**config.mk**
```make
export PLATFORM = sky130hd
export DESIGN_NAME = text_console_cell_writer
export DESIGN_NICKNAME = d
export VERILOG_FILES = /design/src/hdl/tccw_pkg.sv /design/src/hdl/text_console_cell_writer.sv /design/src/hdl/tccw_bcd.sv /design/src/hdl/tccw_cursor.sv
export SDC_FILE = /design/constraint.sdc
export NUM_CORES = 1
export LEC_CHECK = 0
export ABC_AREA = 1
export BUFFER_PORTS_ARGS = -buffer_cell sky130_fd_sc_hd__clkbuf_2
export CAP_MARGIN = 20
export CORE_UTILIZATION = 30
export DETAILED_ROUTE_END_ITERATION = 12
export GPL_TIMING_DRIVEN = 0
export MAX_ROUTING_LAYER = met4
export PLACE_DENSITY_LB_ADDON = 0.08
export SYNTH_ARGS = -nofsm -noshare
export SYNTH_HDL_FRONTEND = slang
export SYNTH_SLANG_ARGS = --single-unit
```
**constraint.sdc**
```tcl
create_clock -name i_clk -period 4.8 [get_ports i_clk]
set_clock_uncertainty 0.1 [all_clocks]
set_input_delay 1.2 -clock i_clk [delete_from_list [all_inputs] [get_ports i_clk]]
set_output_delay 1.2 -clock i_clk [all_outputs]
set_load 0.05 [all_outputs]
```
**src/hdl/tccw_pkg.sv**
```systemverilog
`default_nettype none

package tccw_pkg;

    // Field widths fixed by the cell and cursor formats.
    localparam int ROW_W     = 5;
    localparam int COL_W     = 7;
    localparam int ADDR_W    = 11;
    localparam int CHAR_W    = 8;
    localparam int COLOR_W   = 8;
    localparam int WORD_W    = CHAR_W + COLOR_W;
    localparam int NUMBER_W  = 32;

    // Decimal conversion: ten BCD digits cover any 32-bit magnitude.
    localparam int DIGIT_W    = 4;
    localparam int NUM_DIGITS = 10;
    localparam int BCD_W      = DIGIT_W * NUM_DIGITS;
    localparam int NDIG_W     = $clog2(NUM_DIGITS + 1);
    localparam int BITCNT_W   = $clog2(NUMBER_W);

    // Grid defaults.
    localparam int COLUMNS_DEFAULT = 80;
    localparam int ROWS_DEFAULT    = 25;

    // Attribute after reset: white on black.
    localparam logic [COLOR_W-1:0] COLOR_RESET = 8'h0F;

    // Character codes.
    localparam logic [CHAR_W-1:0] CH_BACKSPACE = 8'd8;
    localparam logic [CHAR_W-1:0] CH_NEWLINE   = 8'd10;
    localparam logic [CHAR_W-1:0] CH_SPACE     = 8'd32;
    localparam logic [CHAR_W-1:0] CH_ZERO      = 8'd48;
    localparam logic [CHAR_W-1:0] CH_MINUS     = 8'd45;

    // Command codes.
    localparam logic CMD_CHAR   = 1'b0;
    localparam logic CMD_NUMBER = 1'b1;

    // One character offered to the cursor unit.
    typedef struct packed {
        logic              valid;
        logic [CHAR_W-1:0] code;
        logic              last;
    } t_char_req;

    // Current decimal digit offered by the converter.
    typedef struct packed {
        logic               valid;
        logic               last;
        logic [DIGIT_W-1:0] digit;
    } t_digit_out;

endpackage

`default_nettype wire

```
**src/hdl/text_console_cell_writer.sv**
```systemverilog
// Text console cell writer.
// Input channel (i_valid / o_stall): one item per transfer, either a
// character (i_cmd = 0, i_char_code) or a signed integer (i_cmd = 1,
// i_number). Output channel (o_valid / i_stall): one cell write per
// transfer, address row * COLUMNS + column and a 16-bit cell word with the
// character in the low byte and the attribute in the high byte; o_last
// marks the final write of an item. Newline, and backspace at column 0,
// give no write at all.
// Configuration channel (i_cfg_valid / o_cfg_ready): writes the attribute
// byte; always ready, to be used while the block is idle.
// A taken character is held in the code register, then passes through
// the cursor unit into the output register. An integer is converted
// bit-serially, its leading zeros are removed, then one digit per cycle
// follows unless the receiver stalls. A sign is written while conversion
// runs. One item at a time; o_stall is high until the last character is
// registered. A receiver stall holds the output register and the
// characters behind it; conversion runs on. Reset puts the cursor at
// row 0, column 0 and the attribute at 0x0F.
`default_nettype none

module text_console_cell_writer #(
    parameter int COLUMNS = tccw_pkg::COLUMNS_DEFAULT,
    parameter int ROWS    = tccw_pkg::ROWS_DEFAULT
) (
    input  wire logic                                   i_clk,
    input  wire logic                                   i_rst_n,
    input  wire logic                                   i_valid,
    output logic                                        o_stall,
    input  wire logic                                   i_cmd,
    input  wire logic [tccw_pkg::CHAR_W-1:0]            i_char_code,
    input  wire logic signed [tccw_pkg::NUMBER_W-1:0]   i_number,
    output logic                                        o_valid,
    input  wire logic                                   i_stall,
    output logic [tccw_pkg::ADDR_W-1:0]                 o_cell_address,
    output logic [tccw_pkg::WORD_W-1:0]                 o_cell_word,
    output logic                                        o_last,
    input  wire logic                                   i_cfg_valid,
    output logic                                        o_cfg_ready,
    input  wire logic [tccw_pkg::COLOR_W-1:0]           i_cfg_text_color
);

    typedef enum logic [1:0] {
        S_IDLE,
        S_CHAR,
        S_SIGN,
        S_NUM
    } t_state;

    t_state                          r_state;
    logic [tccw_pkg::CHAR_W-1:0]     r_code;
    logic [tccw_pkg::COLOR_W-1:0]    r_color;

    logic                            w_in_accept;
    logic [tccw_pkg::NUMBER_W-1:0]   w_raw;
    logic [tccw_pkg::NUMBER_W-1:0]   w_mag;
    logic                            w_start;
    logic                            w_take;
    logic                            w_cur_ready;
    tccw_pkg::t_char_req             w_req;
    tccw_pkg::t_digit_out            w_digit;

    assign o_stall     = (r_state != S_IDLE);
    assign w_in_accept = i_valid && !o_stall;
    assign o_cfg_ready = 1'b1;

    // Attribute register.
    always_ff @(posedge i_clk) begin
        if (!i_rst_n) begin
            r_color <= tccw_pkg::COLOR_RESET;
        end else if (i_cfg_valid && o_cfg_ready) begin
            r_color <= i_cfg_text_color;
        end
    end

    // Magnitude of the integer; the most negative value maps to 2^31.
    assign w_raw   = $unsigned(i_number);
    assign w_mag   = w_raw[tccw_pkg::NUMBER_W-1] ? (~w_raw + 1'b1) : w_raw;
    assign w_start = w_in_accept && (i_cmd == tccw_pkg::CMD_NUMBER);

    tccw_bcd u_bcd (
        .i_clk   (i_clk),
        .i_rst_n (i_rst_n),
        .i_start (w_start),
        .i_mag   (w_mag),
        .i_take  (w_take),
        .o_digit (w_digit)
    );

    // Character offered to the cursor unit in each state.
    always_comb begin
        w_req = '0;
        unique case (r_state)
            S_IDLE: begin
                w_req = '0;
            end
            S_CHAR: begin
                w_req.valid = 1'b1;
                w_req.code  = r_code;
                w_req.last  = 1'b1;
            end
            S_SIGN: begin
                w_req.valid = 1'b1;
                w_req.code  = tccw_pkg::CH_MINUS;
                w_req.last  = 1'b0;
            end
            S_NUM: begin
                w_req.valid = w_digit.valid;
                w_req.code  = tccw_pkg::CH_ZERO
                            + tccw_pkg::CHAR_W'(w_digit.digit);
                w_req.last  = w_digit.last;
            end
            default: begin
                w_req = '0;
            end
        endcase
    end

    assign w_take = (r_state == S_NUM) && w_digit.valid && w_cur_ready;

    tccw_cursor #(
        .COLUMNS (COLUMNS),
        .ROWS    (ROWS)
    ) u_cursor (
        .i_clk          (i_clk),
        .i_rst_n        (i_rst_n),
        .i_req          (w_req),
        .o_ready        (w_cur_ready),
        .i_color        (r_color),
        .o_valid        (o_valid),
        .i_stall        (i_stall),
        .o_cell_address (o_cell_address),
        .o_cell_word    (o_cell_word),
        .o_last         (o_last)
    );

    // Item sequencer.
    always_ff @(posedge i_clk) begin
        if (!i_rst_n) begin
            r_state <= S_IDLE;
        end else begin
            unique case (r_state)
                S_IDLE: begin
                    if (w_in_accept) begin
                        r_code <= i_char_code;
                        if (i_cmd == tccw_pkg::CMD_CHAR) begin
                            r_state <= S_CHAR;
                        end else if (w_raw[tccw_pkg::NUMBER_W-1]) begin
                            r_state <= S_SIGN;
                        end else begin
                            r_state <= S_NUM;
                        end
                    end
                end
                S_CHAR: begin
                    if (w_cur_ready) begin
                        r_state <= S_IDLE;
                    end
                end
                S_SIGN: begin
                    if (w_cur_ready) begin
                        r_state <= S_NUM;
                    end
                end
                S_NUM: begin
                    if (w_take && w_digit.last) begin
                        r_state <= S_IDLE;
                    end
                end
                default: begin
                    r_state <= S_IDLE;
                end
            endcase
        end
    end

    // An accepted item blocks the input on the following cycle.
    a_busy_after_accept: assert property (@(posedge i_clk) disable iff (!i_rst_n)
        w_in_accept |=> o_stall)
        else $error("input not blocked after a transfer");

    // Digits are only consumed while the sequencer is emitting an integer.
    a_take_in_num: assert property (@(posedge i_clk) disable iff (!i_rst_n)
        w_take |-> (w_digit.valid && r_state == S_NUM))
        else $error("digit taken outside integer output");

endmodule

`default_nettype wire

```
**src/hdl/tccw_bcd.sv**
```systemverilog
`default_nettype none

// Bit-serial binary to decimal converter (shift and add 3), followed by
// leading-zero removal and digit-by-digit output, most significant first.
module tccw_bcd (
    input  wire logic                            i_clk,
    input  wire logic                            i_rst_n,
    input  wire logic                            i_start,
    input  wire logic [tccw_pkg::NUMBER_W-1:0]   i_mag,
    input  wire logic                            i_take,
    output tccw_pkg::t_digit_out                 o_digit
);

    typedef enum logic [1:0] {
        B_IDLE,
        B_CONV,
        B_TRIM,
        B_OUT
    } t_bstate;

    t_bstate                            r_state;
    logic [tccw_pkg::NUMBER_W-1:0]      r_bin;
    logic [tccw_pkg::BCD_W-1:0]         r_bcd;
    logic [tccw_pkg::BITCNT_W-1:0]      r_cnt;
    logic [tccw_pkg::NDIG_W-1:0]        r_ndig;
    logic [tccw_pkg::BCD_W-1:0]         w_adj;
    logic [tccw_pkg::DIGIT_W-1:0]       w_top;

    // Add 3 to every digit of 5 or more before the next shift.
    always_comb begin
        for (int i = 0; i < tccw_pkg::NUM_DIGITS; i++) begin
            if (r_bcd[i*tccw_pkg::DIGIT_W +: tccw_pkg::DIGIT_W] >= 4'd5) begin
                w_adj[i*tccw_pkg::DIGIT_W +: tccw_pkg::DIGIT_W] =
                    r_bcd[i*tccw_pkg::DIGIT_W +: tccw_pkg::DIGIT_W] + 4'd3;
            end else begin
                w_adj[i*tccw_pkg::DIGIT_W +: tccw_pkg::DIGIT_W] =
                    r_bcd[i*tccw_pkg::DIGIT_W +: tccw_pkg::DIGIT_W];
            end
        end
    end

    assign w_top = r_bcd[tccw_pkg::BCD_W-1 -: tccw_pkg::DIGIT_W];

    // Sequencer: one binary bit per cycle, then leading-zero removal, then one digit per cycle while i_take is high.
    always_ff @(posedge i_clk) begin
        if (!i_rst_n) begin
            r_state <= B_IDLE;
        end else begin
            unique case (r_state)
                B_IDLE: begin
                    if (i_start) begin
                        r_bin   <= i_mag;
                        r_bcd   <= '0;
                        r_cnt   <= '0;
                        r_state <= B_CONV;
                    end
                end
                B_CONV: begin
                    r_bcd <= {w_adj[tccw_pkg::BCD_W-2:0], r_bin[tccw_pkg::NUMBER_W-1]};
                    r_bin <= {r_bin[tccw_pkg::NUMBER_W-2:0], 1'b0};
                    r_cnt <= r_cnt + 1'b1;
                    if (r_cnt == tccw_pkg::BITCNT_W'(tccw_pkg::NUMBER_W - 1)) begin
                        r_ndig  <= tccw_pkg::NDIG_W'(tccw_pkg::NUM_DIGITS);
                        r_state <= B_TRIM;
                    end
                end
                B_TRIM: begin
                    // Drop leading zeros but always keep the final digit.
                    if (w_top == '0 && r_ndig > tccw_pkg::NDIG_W'(1)) begin
                        r_bcd  <= {r_bcd[tccw_pkg::BCD_W-tccw_pkg::DIGIT_W-1:0],
                                   {tccw_pkg::DIGIT_W{1'b0}}};
                        r_ndig <= r_ndig - 1'b1;
                    end else begin
                        r_state <= B_OUT;
                    end
                end
                B_OUT: begin
                    if (i_take) begin
                        r_bcd  <= {r_bcd[tccw_pkg::BCD_W-tccw_pkg::DIGIT_W-1:0],
                                   {tccw_pkg::DIGIT_W{1'b0}}};
                        r_ndig <= r_ndig - 1'b1;
                        if (r_ndig == tccw_pkg::NDIG_W'(1)) begin
                            r_state <= B_IDLE;
                        end
                    end
                end
                default: begin
                    r_state <= B_IDLE;
                end
            endcase
        end
    end

    assign o_digit.valid = (r_state == B_OUT);
    assign o_digit.last  = (r_ndig == tccw_pkg::NDIG_W'(1));
    assign o_digit.digit = w_top;

    // Right after trimming, the leading digit is nonzero unless it is the only one.
    a_no_leading_zero: assert property (@(posedge i_clk) disable iff (!i_rst_n)
        (r_state == B_OUT && $past(r_state) == B_TRIM && r_ndig > tccw_pkg::NDIG_W'(1))
        |-> (w_top != '0))
        else $error("leading zero digit offered");

    // The digit count never runs out while digits are offered.
    a_ndig_nonzero: assert property (@(posedge i_clk) disable iff (!i_rst_n)
        (r_state == B_OUT) |-> (r_ndig != '0))
        else $error("digit count empty in output phase");

endmodule

`default_nettype wire

```
**src/hdl/tccw_cursor.sv**
```systemverilog
`default_nettype none

// Cursor unit: applies the cursor rules to one character per cycle while o_ready is high and
// holds the resulting cell write in an output register.
module tccw_cursor #(
    parameter int COLUMNS = tccw_pkg::COLUMNS_DEFAULT,
    parameter int ROWS    = tccw_pkg::ROWS_DEFAULT
) (
    input  wire logic                            i_clk,
    input  wire logic                            i_rst_n,
    input  wire tccw_pkg::t_char_req             i_req,
    output logic                                 o_ready,
    input  wire logic [tccw_pkg::COLOR_W-1:0]    i_color,
    output logic                                 o_valid,
    input  wire logic                            i_stall,
    output logic [tccw_pkg::ADDR_W-1:0]          o_cell_address,
    output logic [tccw_pkg::WORD_W-1:0]          o_cell_word,
    output logic                                 o_last
);

    localparam int PROD_W = tccw_pkg::ROW_W + tccw_pkg::COL_W;

    logic [tccw_pkg::ROW_W-1:0]   r_row;
    logic [tccw_pkg::COL_W-1:0]   r_col;
    logic                         r_out_valid;
    logic [tccw_pkg::ADDR_W-1:0]  r_addr;
    logic [tccw_pkg::WORD_W-1:0]  r_word;
    logic                         r_last;

    logic                         w_accept;
    logic                         w_is_bs;
    logic                         w_is_nl;
    logic                         w_emit;
    logic [tccw_pkg::COL_W-1:0]   w_wcol;
    logic [tccw_pkg::CHAR_W-1:0]  w_char;
    logic [PROD_W-1:0]            w_addr_full;
    logic [tccw_pkg::ROW_W-1:0]   w_row_next;
    logic [tccw_pkg::COL_W-1:0]   w_col_inc;
    logic [tccw_pkg::ROW_W-1:0]   n_row;
    logic [tccw_pkg::COL_W-1:0]   n_col;

    assign o_ready  = !r_out_valid || !i_stall;
    assign w_accept = i_req.valid && o_ready;

    // Decode the character and the cell it touches.
    assign w_is_bs   = (i_req.code == tccw_pkg::CH_BACKSPACE);
    assign w_is_nl   = (i_req.code == tccw_pkg::CH_NEWLINE);
    assign w_emit    = w_is_bs ? (r_col != '0) : !w_is_nl;
    assign w_wcol    = w_is_bs ? (r_col - 1'b1) : r_col;
    assign w_char    = w_is_bs ? tccw_pkg::CH_SPACE : i_req.code;
    assign w_addr_full = PROD_W'(r_row) * PROD_W'(COLUMNS) + PROD_W'(w_wcol);

    assign w_row_next = (r_row == tccw_pkg::ROW_W'(ROWS - 1)) ? '0 : (r_row + 1'b1);
    assign w_col_inc  = r_col + 1'b1;

    // Next cursor position.
    always_comb begin
        n_row = r_row;
        n_col = r_col;
        priority if (w_is_bs) begin
            n_col = w_wcol;
            if (r_col == '0) begin
                n_col = r_col;
            end
        end else if (w_is_nl) begin
            n_col = '0;
            n_row = w_row_next;
        end else begin
            if (w_col_inc == tccw_pkg::COL_W'(COLUMNS)) begin
                n_col = '0;
                n_row = w_row_next;
            end else begin
                n_col = w_col_inc;
            end
        end
    end

    // Cursor registers.
    always_ff @(posedge i_clk) begin
        if (!i_rst_n) begin
            r_row <= '0;
            r_col <= '0;
        end else if (w_accept) begin
            r_row <= n_row;
            r_col <= n_col;
        end
    end

    // Output register: a new write replaces the old one only after its transfer.
    always_ff @(posedge i_clk) begin
        if (!i_rst_n) begin
            r_out_valid <= 1'b0;
        end else if (w_accept) begin
            r_out_valid <= w_emit;
        end else if (!i_stall) begin
            r_out_valid <= 1'b0;
        end
    end

    always_ff @(posedge i_clk) begin
        if (w_accept && w_emit) begin
            r_addr <= w_addr_full[tccw_pkg::ADDR_W-1:0];
            r_word <= {i_color, w_char};
            r_last <= i_req.last;
        end
    end

    assign o_valid        = r_out_valid;
    assign o_cell_address = r_addr;
    assign o_cell_word    = r_word;
    assign o_last         = r_last;

    // The cursor stays on the grid.
    a_row_range: assert property (@(posedge i_clk) disable iff (!i_rst_n)
        r_row < tccw_pkg::ROW_W'(ROWS))
        else $error("cursor row off grid");

    a_col_range: assert property (@(posedge i_clk) disable iff (!i_rst_n)
        r_col < tccw_pkg::COL_W'(COLUMNS))
        else $error("cursor column off grid");

endmodule

`default_nettype wire

```
Word level (Yosys, flattened, before mapping)
Cells that the tools add are included.
- flip-flop bits (word level): 142
- latch bits: 0
- memory bits (writable): 0
- bits in read-only memories: 0
- input bits: 54
- output and inout bits: 31
- memories: 0
- add/subtract/negate cells: 18
- multipliers: 1
- divide/modulo/power cells: 0
- magnitude comparators: 11
- equality and inequality tests: 24
- shift-type cells: 0
- muxes and demuxes: 48
- bitwise gates (word level): 2
- reduce and logical (&&, ||, !) cells: 30
- operators with widths (kind ; count):
    40-bit one-hot mux with 4 select lines ; 1
    40-bit two-way mux ; 3
    32-bit two-way mux ; 2
    32-bit one-hot mux with 2 select lines ; 1
    4-bit two-way mux ; 12
    4-bit by 3-bit >= comparator with 1-bit output (second input constant) ; 10
    10-bit one-hot mux with 4 select lines ; 1
    4-bit by 2-bit adder with 4-bit output (second input constant) ; 9
    7-bit two-way mux ; 5
    32-bit by 1-bit adder with 32-bit output (second input constant) ; 1
    32-bit NOT ; 1
    2-bit two-way mux ; 10
    5-bit two-way mux ; 4
    8-bit by 4-bit == test with 1-bit output (second input constant) ; 2
    2-bit one-hot mux with 4 select lines ; 2
    2-bit by 1-bit != test with 1-bit output (second input constant) ; 7
    4-bit one-hot mux with 3 select lines ; 1
    11-bit by 7-bit adder with 11-bit output ; 1
    5-bit by 1-bit adder with 5-bit output (second input constant) ; 2
    5-bit == test (second input constant) ; 2
    2-bit != test (second input constant) ; 5
    5-bit one-hot mux with 2 select lines ; 1
    5-bit AND reduction ; 2
    3-bit AND reduction ; 3
    25 further kinds ; 46

Longest topological paths before layout
- word-level depth: 6
- depth in mapped cells: 19

Cells and area by module
Synthesis repeated with hierarchy kept, for this count alone.
- cell total of the unflattened synthesis: 1098
- area, all modules: 8878.5 um^2
- modules (own cells, without submodules) (module ; instances ; cells an instance ; area each (um^2)):
    tccw_bcd ; 1 ; 531 ; 4720.8
    tccw_cursor ; 1 ; 254 ; 2309.7
    text_console_cell_writer ; 1 ; 313 ; 1848.0

Worst setup path after synthesis
OpenSTA, ideal clock, no wires.
- path kind: input -> register
- start: in i_valid
- end: reg u_bcd.r_bin[0] in the netlist's numbering (enable)
- setup time: 0.444 ns
- arrival: 3.379 ns
- data required time: 4.256 ns
- slack: 0.878 ns
- stages: 4
- path buffers: 0
- cells stage by stage: nand2_1 -> o21ai_0 -> nand2_1 -> a21oi_1
- longest elaborated chain between the ends: 4
- RTL lines (item ; RTL line ; source):
    from (decl) ; text_console_cell_writer.sv:27 ; input wire logic i_valid,
    1-bit logical AND ; text_console_cell_writer.sv:63 ; assign w_in_accept = i_valid && !o_stall;
    1-bit logical AND ; text_console_cell_writer.sv:78 ; assign w_start = w_in_accept && (i_cmd == tccw_pkg::CMD_NUMBER);
    2-bit by 1-bit != test with 1-bit output (no source line) ; n/a ;
    3-bit AND reduction (no source line) ; n/a ;
    to (signal assigned) ; tccw_bcd.sv:52 ; r_bin <= i_mag;
    to (signal assigned) ; tccw_bcd.sv:60 ; r_bin <= {r_bin[tccw_pkg::NUMBER_W-2:0], 1'b0};
    to (decl) ; tccw_bcd.sv:22 ; logic [tccw_pkg::NUMBER_W-1:0] r_bin;
Every way passes these cells.
A chain may end at the register's enable or synchronous reset.

Worst setup path in the final report
- start: reg u_bcd.r_bcd[36] in the netlist's numbering
- end: reg u_cursor.r_addr, in the netlist u_cursor.o_cell_address[8], data pin
- longest elaborated chain between the ends: 5
- RTL lines (item ; RTL line ; source):
    from (decl) ; tccw_bcd.sv:23 ; logic [tccw_pkg::BCD_W-1:0] r_bcd;
    from (signal assigned) ; tccw_bcd.sv:59 ; r_bcd <= {w_adj[tccw_pkg::BCD_W-2:0], r_bin[tccw_pkg::NUMBER_W-1]};
    from (signal assigned) ; tccw_bcd.sv:70 ; r_bcd <= {r_bcd[tccw_pkg::BCD_W-tccw_pkg::DIGIT_W-1:0],
    from (signal assigned) ; tccw_bcd.sv:79 ; r_bcd <= {r_bcd[tccw_pkg::BCD_W-tccw_pkg::DIGIT_W-1:0],
    6-bit by 4-bit adder with 7-bit output ; text_console_cell_writer.sv:109 ; + tccw_pkg::CHAR_W'(w_digit.digit);
    10-bit one-hot mux with 4 select lines ; text_console_cell_writer.sv:92 ; unique case (r_state)
    8-bit by 4-bit == test with 1-bit output ; tccw_cursor.sv:46 ; assign w_is_bs = (i_req.code == tccw_pkg::CH_BACKSPACE);
    7-bit two-way mux ; tccw_cursor.sv:49 ; assign w_wcol = w_is_bs ? (r_col - 1'b1) : r_col;
    11-bit by 7-bit adder with 11-bit output ; tccw_cursor.sv:51 ; assign w_addr_full = PROD_W'(r_row) * PROD_W'(COLUMNS) + PROD_W'(w_wcol);
    named net u_cursor.w_addr_full[8] ; tccw_cursor.sv:36 ; logic [PROD_W-1:0] w_addr_full;
    to (signal assigned) ; tccw_cursor.sv:102 ; r_addr <= w_addr_full[tccw_pkg::ADDR_W-1:0];
    to (decl) ; tccw_cursor.sv:26 ; logic [tccw_pkg::ADDR_W-1:0] r_addr;
The timed path passes the listed nets, and every way through them passes these cells.

==> metrics.txt <==
status completed; Worst Path Max Fanout 9; Root Driver clkbuf_16; sequential area share after synthesis 47.6%; PostCTS Resize Cnt 0; GRT met1 Usage 21.3%; Port-buffer cells 81; Least-Margin Pin Slew 701 ps; number of global-route vias before repair 6614; Hold-fix buffers, CTS 0; CP max-delay cell edfxtp_1; Slew Limit Fails 0; Setup-failing EPs final 0; Seq cells post-synth 142; global route overflow 0; DRC 0; most used cell, CP nand2_1; gr usage total 15.6%; Routed Wire Length 20900 µm; Primary FF master, synth edfxtp_1; max_cap viols 0; clock sinks 142; warnings from Yosys 0; Worst Setup Start Kind flop; Hold Slack 324 ps; layout filler cell count 2867; num ports 85; most frequent cells in the layout 173 x nand2_1, 145 x inv_1, 138 x nor2_1; Lkg Pwr 0.00432 µW; Worst-Skew Late Latency 420 ps; H-tree Lvls 4; Cells after Synth 997; largest net degree at the start of global routing 28; nets 1200; unrepaired setup endpoints after global routing false; Area Overhead vs Synth 18.6%; post-DP HPWL 15300 µm; initial antenna violation count 0; placed cells 1459; commonest non-fill, non-tap cell in the layout nand2_1; mean post-synth cell area 8.46 µm²; RD Place Congestion 0.788; synth unique cells 41; Post-DRT Antenna Nets 0; Critical R2R Launch u_bcd.r_bcd[36]; crit share post-route 62.7%; GR peak layer met2; first drt pass iteration count 5; IR Drop Worst-Case VDD 0.000225 V; Worst Setup SP u_bcd.r_bcd[36]; Die X 170 µm; Crit path required time 4880 ps; CP arrival 3080 ps; Via Count 6889; slowest stage delay, CP 420 ps; fin crit period 3010 ps; PD cells 590 nW/µm²; FFs w/ async S/R, synth 0%; GRT met3 Usage 2.73%; maximum clock rate 333 MHz; clk slew on worst S/H paths 70 ps; num rows 61; Setup CP Type flop to flop; Die Y 170 µm; die area 28800 µm²; Hold Path Class flop to flop; synthesized area 8430 µm²; hold_sp r_color[4]; Core Region 27700 µm²; endpoints failing hold 0; Max-slew headroom 53.1%; met2 Use GR 23.8%; global-route wire length before repair 34400 µm; worst path cell trace inv_1 -> nand2_1 -> nand2_1 -> nand2_1 -> nor2_4 -> nand2_1 -> nor2_4 -> o21ai_0 -> inv_1 -> ha_1 -> inv_1 -> fa_1 -> inv_1 -> nand3_1 -> nand2_1 -> nand2_1 -> nand2_1 -> nand2_1; Max clock buf depth 2; Initial Util 30.4%; post-DR vias/cell 4.62; number of flops mapped to enable cells by yosys 117; critical path endpoint category flop; fraction of layout cells with a size suffix above 1 13.3%; final std cells w/o fill 1491; Mapped Nets 1097; CTS tree built; antenna diode count 0; total CTS buffers 17; postcts setup bufs 0; Initial DRC Count 458; WL/cell 14.0 µm
-- through the flow --
step           cell area [µm²]  setup slack, ps  setup TNS [ps]  utilization (%)  total power [µW]
6_report                 10000             1790               0             36.1              5900
3_5_place_dp              9410             1450               0             33.9              4580
5_1_grt                  10000             1540               0             36.1              6330
3_3_place_gp              9310             -474          -33840             33.6              4520
2_1_floorplan             8430              878               0                -              3880
4_1_cts                  10000             1780               0             36.1              5960
-- flip-flops by register name, summed over array words and instances (netlist names) --
register,flops
u_bcd.r_bcd,40
u_bcd.r_bin,32
u_cursor.o_cell_word,16
u_cursor.o_cell_address,11
r_code,8
r_color,8
u_cursor.r_col,7
u_bcd.r_cnt,5
u_cursor.r_row,5
u_bcd.r_ndig,4
r_state,2
u_bcd.r_state,2
u_cursor.o_last,1
u_cursor.o_valid,1
-- layer usage --
metal | up-vias | wire (µm)
li1 | 3568 | -
met1 | 3155 | 10600
met2 | 153 | 9210
met3 | 13 | 851
met4 | 0 | 201
met5 | - | 0
-- worst max-delay path, delay by kind of cell (launching register included) --
| family | cells | cell delay [ps] |
|---|---|---|
| simple gates | 11 | 1100 |
| fa+ha+maj | 2 | 610 |
| compound gates | 1 | 110 |
| buf+inv | 4 | 400 |
| flops | 1 | 420 |
-- final cells by class --
cell class	instances	area [µm²]	area share, %
Buffer	27	129	1.29
Timing Repair Buffer	84	480	4.81
Clock inverter	14	164	1.64
Multi-Input combinational cell	679	3750	37.5
Inverter	149	559	5.59
Clock buffer	18	429	4.29
Sequential cell	142	4010	40.1
Tap cell	378	473	4.73
-- power breakdown --
| group | leakage, µW | internal, µW | switching (µW) |
|---|---|---|---|
| clock network | 0.000288 | 818 | 550 |
| registers | 0.00131 | 1900 | 196 |
| logic | 0.00272 | 683 | 1750 |
-- cells in the mapped netlist (5+ instances only) --
cell type	count	area, µm²
o32ai_1	16	140
o22ai_1	18	113
o21ai_0	81	405
clkbuf_1	21	78.8
nor3_1	11	55.1
nand4_1	21	131
nand3_1	46	230
edfxtp_1	117	3510
nor2_1	139	522
dfxtp_1	25	500
ha_1	44	551
nand2_1	173	649
o31ai_1	7	52.6
xor2_1	25	219
or2_2	7	43.8
o21ai_1	5	25.0
a21oi_1	50	250
inv_1	145	544
xnor2_1	6	52.6
-- worst paths after layout --
path,to,slack [ps],depth (start not counted)
max,u_cursor.o_cell_address[8],1790,18
min,u_cursor.o_cell_word[12],320,0
max reg2reg,u_cursor.o_cell_address[8],1790,18
min reg2reg,u_cursor.o_cell_word[12],320,0
-- cell families (layout without fill, tap and decap cells) --
| family | count (synthesis) | in the layout | synth area share [%] |
|---|---|---|---|
| flip-flops | 142 | 142 | 47.6 |
| AO/OA/AOI/OAI | 184 | 184 | 12.4 |
| other | 1 | 1 | 0.0445 |
| buffers and inverters | 176 | 292 | 8.16 |
| adder cells (fa/ha/maj) | 46 | 46 | 7.00 |
| XOR/XNOR | 31 | 31 | 3.22 |
| AND/OR/NAND/NOR | 417 | 417 | 21.5 |
(Power assumes the default switching activity.)
